[config.mk]
export PLATFORM = sky130hd
export DESIGN_NAME = hsv_to_rgb_pixel_converter
export DESIGN_NICKNAME = d
export VERILOG_FILES = /design/src/rtl/hsv_pkg.sv /design/src/rtl/hsv_pipe_ctrl.sv /design/src/rtl/hsv_hue_sextant.sv /design/src/rtl/hsv_lift_scale.sv /design/src/rtl/hsv_to_rgb_pixel_converter.sv
export SDC_FILE = /design/constraint.sdc
export NUM_CORES = 2
export LEC_CHECK = 0
export BUFFER_PORTS_ARGS = -buffer_cell sky130_fd_sc_hd__buf_2
export CORE_MARGIN = 10
export CORE_UTILIZATION = 50
export DETAILED_ROUTE_END_ITERATION = 12
export GPL_TIMING_DRIVEN = 0
export PLACE_DENSITY_LB_ADDON = 0.12
export SYNTH_ARGS = -nofsm -noshare
export SYNTH_HDL_FRONTEND = slang
export SYNTH_SLANG_ARGS = --single-unit
[constraint.sdc]
create_clock -name clock -period 13.5 [get_ports clock]
set_clock_uncertainty 0.1 [all_clocks]
set_input_delay 2.7 -clock clock [delete_from_list [all_inputs] [get_ports clock]]
set_output_delay 2.7 -clock clock [all_outputs]
set_load 0.05 [all_outputs]
[src/rtl/hsv_pkg.sv]
// ----------------------------------------------------------------------------
// hsv_pkg
// Shared types and constants for the HSV to RGB pixel pipeline.
// ----------------------------------------------------------------------------
`default_nettype none

package hsv_pkg;

   // pipeline depth and stage positions
   localparam int Stages   = 7;
   localparam int StgQuot  = 0;   // hue / 60
   localparam int StgRem   = 1;   // remainder and sextant quotient
   localparam int StgBase  = 2;   // base color
   localparam int StgLift  = 3;   // (255 - x) * lift
   localparam int StgAdd   = 4;   // x + lift / 100
   localparam int StgDim   = 5;   // t * v
   localparam int StgOut   = 6;   // / 100

   localparam logic [7:0] ChanMax = 8'd255;
   localparam logic [7:0] PctMax  = 8'd100;

   // reciprocal multipliers, exact over the value ranges they see
   localparam logic [16:0] Div60Mul    = 17'd69906;   // ceil(2^22 / 60)
   localparam int          Div60Shift  = 22;
   localparam logic [11:0] Div6Mul     = 12'd2731;    // ceil(2^14 / 6)
   localparam int          Div6Shift   = 14;
   localparam logic [15:0] Div100Mul   = 16'd41944;   // ceil(2^22 / 100)
   localparam int          Div100Shift = 22;

   typedef enum logic [2:0] {
      SEXT_RED_YEL = 3'd0,
      SEXT_YEL_GRN = 3'd1,
      SEXT_GRN_CYN = 3'd2,
      SEXT_CYN_BLU = 3'd3,
      SEXT_BLU_MAG = 3'd4,
      SEXT_MAG_RED = 3'd5
   } sextant_type;

   typedef struct packed {
      logic [7:0] red;
      logic [7:0] green;
      logic [7:0] blue;
   } rgb_type;

   typedef struct packed {
      logic [Stages-1:0] en;   // stage register load enables
   } pipe_ctrl_type;

endpackage

`default_nettype wire

[src/rtl/hsv_pipe_ctrl.sv]
// ----------------------------------------------------------------------------
// hsv_pipe_ctrl
// Valid bits and stall propagation for the pixel pipeline.
// ----------------------------------------------------------------------------
`default_nettype none

module hsv_pipe_ctrl (
   input  wire logic                  clock,
   input  wire logic                  reset,
   input  wire logic                  req_valid,
   output logic                       req_stall,
   output logic                       rsp_valid,
   input  wire logic                  rsp_stall,
   output hsv_pkg::pipe_ctrl_type     ctrl
);

   logic [hsv_pkg::Stages-1:0] valid_ff;
   logic [hsv_pkg::Stages-1:0] valid_in;
   logic [hsv_pkg::Stages-1:0] ready;

   // a stage may load when it is empty or its word moves on
   always_comb begin
      ready[hsv_pkg::Stages-1] = !valid_ff[hsv_pkg::Stages-1] || !rsp_stall;
      for (int i = hsv_pkg::Stages-2; i >= 0; i--) begin
         ready[i] = !valid_ff[i] || ready[i+1];
      end
   end

   always_comb begin
      valid_in[0] = ready[0] ? req_valid : valid_ff[0];
      for (int i = 1; i < hsv_pkg::Stages; i++) begin
         valid_in[i] = ready[i] ? valid_ff[i-1] : valid_ff[i];
      end
   end

   always_ff @(posedge clock) begin
      if (reset) begin
         valid_ff <= '0;
      end else begin
         valid_ff <= valid_in;
      end
   end

   assign ctrl.en   = ready;
   assign req_stall = !ready[0];
   assign rsp_valid = valid_ff[hsv_pkg::Stages-1];

endmodule

`default_nettype wire

[src/rtl/hsv_hue_sextant.sv]
// ----------------------------------------------------------------------------
// hsv_hue_sextant
// Hue reduction, sextant pick and ramp; yields the unlifted base color.
// ----------------------------------------------------------------------------
`default_nettype none

module hsv_hue_sextant (
   input  wire logic                    clock,
   input  wire hsv_pkg::pipe_ctrl_type  ctrl,
   input  wire logic [15:0]             hue,
   input  wire logic [7:0]              saturation,
   input  wire logic [7:0]              brightness,
   output hsv_pkg::rgb_type             base_rgb,
   output logic [6:0]                   lift,
   output logic [6:0]                   level
);

   // stage 1: hue / 60, clamp percents
   logic [32:0] q60_prod;
   logic [6:0]  lift_in;
   logic [6:0]  level_in;
   logic [15:0] s1_hue_ff;
   logic [10:0] s1_q60_ff;
   logic [6:0]  s1_lift_ff;
   logic [6:0]  s1_level_ff;

   assign q60_prod = 33'(hue) * 33'(hsv_pkg::Div60Mul);
   assign lift_in  = (saturation > hsv_pkg::PctMax) ? 7'd0
                                                    : 7'(hsv_pkg::PctMax - saturation);
   assign level_in = (brightness > hsv_pkg::PctMax) ? 7'(hsv_pkg::PctMax)
                                                    : brightness[6:0];

   always_ff @(posedge clock) begin
      if (ctrl.en[hsv_pkg::StgQuot]) begin
         s1_hue_ff   <= hue;
         s1_q60_ff   <= q60_prod[hsv_pkg::Div60Shift +: 11];
         s1_lift_ff  <= lift_in;
         s1_level_ff <= level_in;
      end
   end

   // stage 2: remainder mod 60, and (hue / 60) / 6
   logic [15:0] q60x60;
   logic [15:0] rem_full;
   logic [22:0] q6_prod;
   logic [5:0]  s2_rem_ff;
   logic [10:0] s2_q60_ff;
   logic [8:0]  s2_q6_ff;
   logic [6:0]  s2_lift_ff;
   logic [6:0]  s2_level_ff;

   assign q60x60   = {5'd0, s1_q60_ff} * 16'd60;
   assign rem_full = s1_hue_ff - q60x60;
   assign q6_prod  = 23'(s1_q60_ff) * 23'(hsv_pkg::Div6Mul);

   always_ff @(posedge clock) begin
      if (ctrl.en[hsv_pkg::StgRem]) begin
         s2_rem_ff   <= rem_full[5:0];
         s2_q60_ff   <= s1_q60_ff;
         s2_q6_ff    <= q6_prod[hsv_pkg::Div6Shift +: 9];
         s2_lift_ff  <= s1_lift_ff;
         s2_level_ff <= s1_level_ff;
      end
   end

   // stage 3: sextant, ramp, base color
   logic [10:0]          idx_full;
   logic [2:0]           idx;
   hsv_pkg::sextant_type sext;
   logic [9:0]           ramp_prod;
   logic [7:0]           ramp;
   hsv_pkg::rgb_type     rgb_in;
   hsv_pkg::rgb_type     s3_rgb_ff;
   logic [6:0]           s3_lift_ff;
   logic [6:0]           s3_level_ff;

   assign idx_full  = s2_q60_ff - ({2'd0, s2_q6_ff} * 11'd6);
   assign idx       = idx_full[2:0];
   // upper bounds are inclusive: an exact multiple of 60 stays in the lower sextant
   assign sext      = hsv_pkg::sextant_type'((s2_rem_ff == 6'd0 && idx != 3'd0)
                                             ? idx - 3'd1 : idx);
   assign ramp_prod = {4'd0, s2_rem_ff} * 10'd17;   // 425/100 = 17/4
   assign ramp      = ramp_prod[9:2];

   always_comb begin
      case (sext)
         hsv_pkg::SEXT_RED_YEL: rgb_in = '{hsv_pkg::ChanMax, ramp, 8'd0};
         hsv_pkg::SEXT_YEL_GRN: rgb_in = '{hsv_pkg::ChanMax - ramp, hsv_pkg::ChanMax, 8'd0};
         hsv_pkg::SEXT_GRN_CYN: rgb_in = '{8'd0, hsv_pkg::ChanMax, ramp};
         hsv_pkg::SEXT_CYN_BLU: rgb_in = '{8'd0, hsv_pkg::ChanMax - ramp, hsv_pkg::ChanMax};
         hsv_pkg::SEXT_BLU_MAG: rgb_in = '{ramp, 8'd0, hsv_pkg::ChanMax};
         hsv_pkg::SEXT_MAG_RED: rgb_in = '{hsv_pkg::ChanMax, 8'd0, hsv_pkg::ChanMax - ramp};
         default:               rgb_in = '{8'd0, 8'd0, 8'd0};
      endcase
   end

   always_ff @(posedge clock) begin
      if (ctrl.en[hsv_pkg::StgBase]) begin
         s3_rgb_ff   <= rgb_in;
         s3_lift_ff  <= s2_lift_ff;
         s3_level_ff <= s2_level_ff;
      end
   end

   assign base_rgb = s3_rgb_ff;
   assign lift     = s3_lift_ff;
   assign level    = s3_level_ff;

endmodule

`default_nettype wire

[src/rtl/hsv_lift_scale.sv]
// ----------------------------------------------------------------------------
// hsv_lift_scale
// One color channel: lift toward full scale by saturation, then dim by value.
// ----------------------------------------------------------------------------
`default_nettype none

module hsv_lift_scale (
   input  wire logic                    clock,
   input  wire hsv_pkg::pipe_ctrl_type  ctrl,
   input  wire logic [7:0]              chan_in,
   input  wire logic [6:0]              lift,
   input  wire logic [6:0]              level,
   output logic [7:0]                   chan_out
);

   // stage 4: (255 - x) * lift
   logic [7:0]  headroom;
   logic [14:0] s4_prod_ff;
   logic [7:0]  s4_chan_ff;
   logic [6:0]  s4_level_ff;

   assign headroom = hsv_pkg::ChanMax - chan_in;

   always_ff @(posedge clock) begin
      if (ctrl.en[hsv_pkg::StgLift]) begin
         s4_prod_ff  <= 15'(headroom) * 15'(lift);
         s4_chan_ff  <= chan_in;
         s4_level_ff <= level;
      end
   end

   // stage 5: x + prod / 100
   logic [30:0] lift_div;
   logic [8:0]  lifted;
   logic [7:0]  s5_chan_ff;
   logic [6:0]  s5_level_ff;

   assign lift_div = 31'(s4_prod_ff) * 31'(hsv_pkg::Div100Mul);
   assign lifted   = {1'b0, s4_chan_ff} + lift_div[hsv_pkg::Div100Shift +: 9];

   always_ff @(posedge clock) begin
      if (ctrl.en[hsv_pkg::StgAdd]) begin
         s5_chan_ff  <= lifted[7:0];
         s5_level_ff <= s4_level_ff;
      end
   end

   // stage 6: t * v
   logic [14:0] s6_prod_ff;

   always_ff @(posedge clock) begin
      if (ctrl.en[hsv_pkg::StgDim]) begin
         s6_prod_ff <= 15'(s5_chan_ff) * 15'(s5_level_ff);
      end
   end

   // stage 7: / 100
   logic [30:0] dim_div;
   logic [7:0]  s7_chan_ff;

   assign dim_div = 31'(s6_prod_ff) * 31'(hsv_pkg::Div100Mul);

   always_ff @(posedge clock) begin
      if (ctrl.en[hsv_pkg::StgOut]) begin
         s7_chan_ff <= dim_div[hsv_pkg::Div100Shift +: 8];
      end
   end

   assign chan_out = s7_chan_ff;

endmodule

`default_nettype wire

[src/rtl/hsv_to_rgb_pixel_converter.sv]
// ----------------------------------------------------------------------------
// hsv_to_rgb_pixel_converter
// Integer HSV (hue in degrees, percent saturation and value) to 8-bit RGB.
// ----------------------------------------------------------------------------
// Request channel: req_valid / req_stall with req_hue, req_saturation and
// req_brightness. Response channel: rsp_valid / rsp_stall with rsp_red,
// rsp_green and rsp_blue. A word moves when valid is high and stall is low.
// One response word per request word, in order.
// Datapath: a request word passes through seven register stages (hue divide,
// remainder, base color, lift multiply, lift divide, dim multiply, dim divide),
// each about one multiply deep, before rsp_valid rises with its response word.
// Throughput: one pixel per cycle while the response side takes words.
// When rsp_stall is high, stages fill up behind the waiting word; empty
// stages still take words, and req_stall rises only once every stage holds
// one. Nothing is dropped or duplicated.
// Reset (synchronous, active high) clears all valid bits; the data registers
// are not reset, and there is no configuration.
// ----------------------------------------------------------------------------
`default_nettype none

module hsv_to_rgb_pixel_converter (
   input  wire logic        clock,
   input  wire logic        reset,
   input  wire logic        req_valid,
   output logic             req_stall,
   input  wire logic [15:0] req_hue,
   input  wire logic [7:0]  req_saturation,
   input  wire logic [7:0]  req_brightness,
   output logic             rsp_valid,
   input  wire logic        rsp_stall,
   output logic [7:0]       rsp_red,
   output logic [7:0]       rsp_green,
   output logic [7:0]       rsp_blue
);

   hsv_pkg::pipe_ctrl_type ctrl;
   hsv_pkg::rgb_type       base_rgb;
   logic [6:0]             lift;
   logic [6:0]             level;

   hsv_pipe_ctrl u_ctrl (
      .clock     (clock),
      .reset     (reset),
      .req_valid (req_valid),
      .req_stall (req_stall),
      .rsp_valid (rsp_valid),
      .rsp_stall (rsp_stall),
      .ctrl      (ctrl)
   );

   hsv_hue_sextant u_hue (
      .clock      (clock),
      .ctrl       (ctrl),
      .hue        (req_hue),
      .saturation (req_saturation),
      .brightness (req_brightness),
      .base_rgb   (base_rgb),
      .lift       (lift),
      .level      (level)
   );

   hsv_lift_scale u_red (
      .clock    (clock),
      .ctrl     (ctrl),
      .chan_in  (base_rgb.red),
      .lift     (lift),
      .level    (level),
      .chan_out (rsp_red)
   );

   hsv_lift_scale u_green (
      .clock    (clock),
      .ctrl     (ctrl),
      .chan_in  (base_rgb.green),
      .lift     (lift),
      .level    (level),
      .chan_out (rsp_green)
   );

   hsv_lift_scale u_blue (
      .clock    (clock),
      .ctrl     (ctrl),
      .chan_in  (base_rgb.blue),
      .lift     (lift),
      .level    (level),
      .chan_out (rsp_blue)
   );

endmodule

`default_nettype wire

Word-level counts from Yosys, hierarchy flattened
Cells that the tools add are included.
{ "op_classes": {"addsub": 11, "multipliers": 17, "n_div": 0, "n_lt_le_gt_ge": 2, "eq_ne": 5, "shift": 0, "mux": 2, "bitwise_logic": 0, "reduce_logical": 20} }
{ "op_table": {"columns": ["operator", "count"], "rows": [
  ["multiplier 15 x 13 -> 27 bit, second input constant", 6],
  ["case mux 24 bit (6 select lines)", 1],
  ["multiplier 8 x 7 -> 15 bit", 6],
  ["multiplier 16 x 16 -> 32 bit, second input constant", 1],
  ["subtractor 8 bit, first input constant", 4],
  ["adder 8 bit", 3],
  ["multiplier 11 x 12 -> 23 bit, second input constant", 1],
  ["> comparator 8 x 7 -> 1 bit, second input constant", 2],
  ["multiplier 11 x 4 -> 4 bit, second input constant", 1],
  ["multiplier 6 x 5 -> 10 bit, second input constant", 1],
  ["zero test 1 bit", 9],
  ["multiplier 9 x 2 -> 2 bit, second input constant", 1],
  ["logical OR 1 bit", 7],
  ["subtractor 7 bit, first input constant", 1],
  ["== test 3 x 2 -> 1 bit, second input constant", 2],
  ["== test 3 bit, second input constant", 2],
  ["zero test 6 bit", 1],
  ["subtractor 6 bit", 1],
  ["== test 3 x 1 -> 1 bit, second input constant", 1],
  ["zero test 3 bit", 1],
  ["2-to-1 mux 3 bit", 1],
  ["nonzero test 3 bit", 1],
  ["subtractor 3 x 1 -> 3 bit, second input constant", 1],
  ["subtractor 3 bit", 1],
  ["logical AND 1 bit", 1]
]} }
{ "totals": {"ff_bits": 284, "latch_bits": 0, "ram_bits": 0, "rom_bits": 0, "in_bits": 36, "output_inout_bits": 26, "word_cells": 95, "mem_count": 0} }

Logic depth before layout (Yosys ltp)
{ "logic_depth": {"word_depth": 9, "depth_mapped": 27, "mapped_depth_nobuf": 27} }

By module
Synthesis repeated with hierarchy kept, for this count alone.
{ "hier_totals": {"hier_cells": 4312, "area_unflattened_um2": 46124.2} }
{ "by_module_without_submodules": {"columns": ["module", "n_inst", "cells_per_inst", "area_per_inst_um2", "seq_area_each_um2"], "rows": [
  ["hsv_lift_scale at u_green", 1, 1224, 12799.8, 2042.0],
  ["hsv_lift_scale at u_blue", 1, 1199, 12682.2, 2042.0],
  ["hsv_lift_scale at u_red", 1, 1199, 12635.9, 2042.0],
  ["hsv_hue_sextant", 1, 658, 7709.9, 2822.7],
  ["hsv_pipe_ctrl", 1, 32, 296.5, 140.1]
]} }

Least setup slack after synthesis
No wires, ideal clock.
{ "synth_path": {"kind": "input -> output", "start": "input rsp_stall", "end": "output req_stall", "arrival_ns": 4.961, "t_required_ns": 10.700, "path_slack_ns": 5.739, "path_stages": 5, "path_buffers": 1, "path_cell_list": "and3_1 > and3_1 > clkbuf_1 > nand4_1 > inv_1"} }
{ "synth_via": {"elab_chain_len": 9} }
{ "synth_lines": {"columns": ["item", "line", "rtl"], "rows": [
  ["start, declared", "hsv_to_rgb_pixel_converter.sv:30", "input wire logic rsp_stall,"],
  ["zero test 1 bit", "hsv_pipe_ctrl.sv:23", "ready[hsv_pkg::Stages-1] = !valid_ff[hsv_pkg::Stages-1] || !rsp_stall;"],
  ["logical OR 1 bit", "hsv_pipe_ctrl.sv:23", null],
  ["logical OR 1 bit (6 in a row)", "hsv_pipe_ctrl.sv:25", "ready[i] = !valid_ff[i] || ready[i+1];"],
  ["zero test 1 bit", "hsv_pipe_ctrl.sv:45", "assign req_stall = !ready[0];"],
  ["end, declared", "hsv_to_rgb_pixel_converter.sv:25", "output logic req_stall,"]
]} }
Every way passes these cells.

Final worst setup path
Same ends and word-level chain as after synthesis.

==> impl_results.md <==
* Status: complete, no violations
* Ys Warns at 0
* Routed Antenna Nets at 0
* Die height at 319.9 um
* First-pass GRT wire length at 145200 um
* Number of max-cap violations at 0
* Synth async-reset ratio at 0
* Initial antenna violation count at 3
* Most used DFF post-synth: edfxtp_1
* Met3 Use GR at 0.02368
* Slew Limit Fails at 0
* I/O pin count at 62
* Global Route met1 Usage at 0.2304
* Slowest stage delay, CP at 360 ps
* Via count at 27660
* Crit-path cells: buf_2, and3_1, and3_1, clkbuf_1, nand4_1, buf_8, buf_8, inv_1, buf_2
* Cts repair resizes at 0
* Synth Instances at 4265
* Clk sinks at 277
* Die Wd at 319.9 um
* Register area share after synthesis at 0.1834
* DRC viols at 0
* Total nets after synthesis at 5899
* Synth cell types at 66
* Port bufs at 61
* Initial Util at 0.5066
* Num rows at 109
* Longest Clk Path Bufs at 3
* Synth Cell Area at 44980 um2
* Hold Crit Class: reg -> reg
* Core Box Area at 88780 um2
* #FFs+latches synth at 277
* Overall Global Routing Usage at 0.1713
* Via/cell ratio at 4.972
* F_max at 132.2 MHz
* Largest net degree at the start of global routing at 50
* Required time of the critical path at 10700 ps
* WS Path Type: in -> out
* DRT Pass-1 Iters at 7
* Worst Path Arrival at 4760 ps
* Final Critical Period at 7562 ps
* RSZ-0062 raised after global routing: no
* Placed cells at 5495
* Worst-path cell with the longest stage delay: nand4_1
* Worst Path Max Fanout at 16
* Post-synth top area share at 0.2817
* Detailed-route wire length at 83510 um
* Root buf cell: clkbuf_16
* Crit share post-route at 0.5601
* Max_slew headroom at 0.1589
* Crit path launch type: input pin
* R2r setup slk at 6690 ps
* H-tree levels at 2
* Final Hold Fails at 0
* Final non-filler cell total at 5563
* Layout cells sized above 1 at 0.03640
* Clock Latency Late Sink at 560 ps
* Routability cong. at 0.8629
* 1st-iter DRT viols at 866
* Vias in the first global route at 29540
* Area grow syn2layout at 6.815%
* # Post-CTS Setup Buffers at 0
* Final setup viols at 0
* Hold Buf Count CTS at 0
* TritonCTS clock tree: yes
* CTS buffer count at 37
* Clock-pin slew on the worst setup and hold paths at 50 ps
* Avg Inst Size Synth at 10.55 um2
* EDFF count, synth at 270
* Full die area at 102400 um2
* Met2 Usage GRT at 0.2949
* Top post-synthesis cells by area: fa_1, ha_1, edfxtp_1
* Busiest grt layer: met2
* Cell taking the most area after synthesis: fa_1
* Fin nets at 6003
* DP Wirelength at 72330 um
* DR WL/cell at 15.01 um
* Final setup TNS at 0 ps
* Worst Tran Pin Value at 1259 ps
* CP Capture Type: primary output
* GRT overflow at 0
-- through the flow --
step	hold WS, ps	util	cell area [um2]	setup WS [ps]
4_1_cts	308.9	0.5410	48030	5964
3_5_place_dp	304.5	0.5275	46830	5982
6_report	312.2	0.5411	48040	5938
2_1_floorplan	300.3	-	44980	5739
3_3_place_gp	300.8	0.5265	46740	4963
5_1_grt	318.8	0.5411	48040	5760
-- state kept, by name, indices dropped and copies added, names as in the netlist, 11 cells and up --
register / count
u_red.s6_prod_ff: 15
u_green.s4_prod_ff: 15
u_blue.s4_prod_ff: 15
u_hue.base_rgb: 24
u_green.s6_prod_ff: 15
u_blue.s6_prod_ff: 15
u_hue.s1_q60_ff: 11
u_red.s4_prod_ff: 15
-- synthesized netlist by cell type (40+ instances only) --
library cell	instances
a21o_1	40
a21oi_1	118
and2_1	78
edfxtp_1	270
fa_1	633
ha_1	965
inv_1	1111
nand2_1	166
nand2b_1	88
nor2_1	102
nor2b_1	112
o21ai_0	62
xnor2_1	152
-- logic make-up (layout without fill, tap and decap cells) --
group | after synthesis | count (layout) | synth area share
and+or+nand+nor | 671 | 671 | 0.07708
AOI/OAI and AO/OA | 374 | 374 | 0.05433
other | 0 | 2 | 0
DFF | 277 | 277 | 0.1834
buffers and inverters | 1144 | 1275 | 0.09552
adders and majority gates | 1598 | 1598 | 0.5502
xor gates and xnor gates | 189 | 189 | 0.03680
muxes | 12 | 12 | 0.002726
-- worst max-delay path: cells and delay by family --
kind / cells / cell delay [ps]
buffers and inverters: 6 / 1180
and+or+nand+nor: 3 / 830
-- layout by cell type (no fill, tap or decap), types with 9 or more instances in the layout --
cell,synthesis,routed
fa_1,633,633
and2_1,78,78
nand3_1,36,35
a22oi_1,11,11
o41ai_1,10,10
o211ai_1,13,13
nor2b_1,112,112
o21ai_0,62,62
and3_1,12,12
a21o_1,40,40
nand2b_1,88,88
buf_2,2,63
nand2_1,166,165
clkbuf_1,30,35
mux2i_1,10,10
nor2_1,102,102
edfxtp_1,270,270
o21bai_1,20,20
inv_1,1111,1109
o21a_1,20,20
or2_2,17,17
clkbuf_16,0,37
nand4_1,12,12
xnor2_1,152,152
or3_1,9,9
xor2_1,37,37
nor3_1,25,25
a21oi_1,118,118
ha_1,965,965
-- layer usage --
metal	routed length [um]	part of all wire
met1	39040	0.47
met4	1170	0.014
met3	3251	0.039
met5	13	0.00016
met2	40040	0.48
-- cell type report --
| type | count | area [um2] |
|---|---|---|
| fill | 7973 | 40740 |
| multi-input combinational | 2844 | 32440 |
| sequential | 277 | 8248 |
| inverter | 1112 | 4177 |
| tap | 1165 | 1458 |
| clock buffer | 45 | 985.9 |
| timing repair buffer | 65 | 390.4 |
| clock inverter | 21 | 216.5 |
| buffer | 32 | 122.6 |
| antenna | 2 | 5.005 |
-- path summary, 6_finish.rpt --
kind,end,from,depth (start not counted)
max,req_stall,rsp_stall,9
min,u_red.s4_level_ff[0],u_hue.level[0],0
max reg2reg,u_green.s5_chan_ff[7],u_green.s4_prod_ff[11],23
min reg2reg,u_red.s4_level_ff[0],u_hue.level[0],0
Power is left out: the tool's default activity adds up to more than one toggle a clock period on the data nets, which glitch-free logic cannot reach.
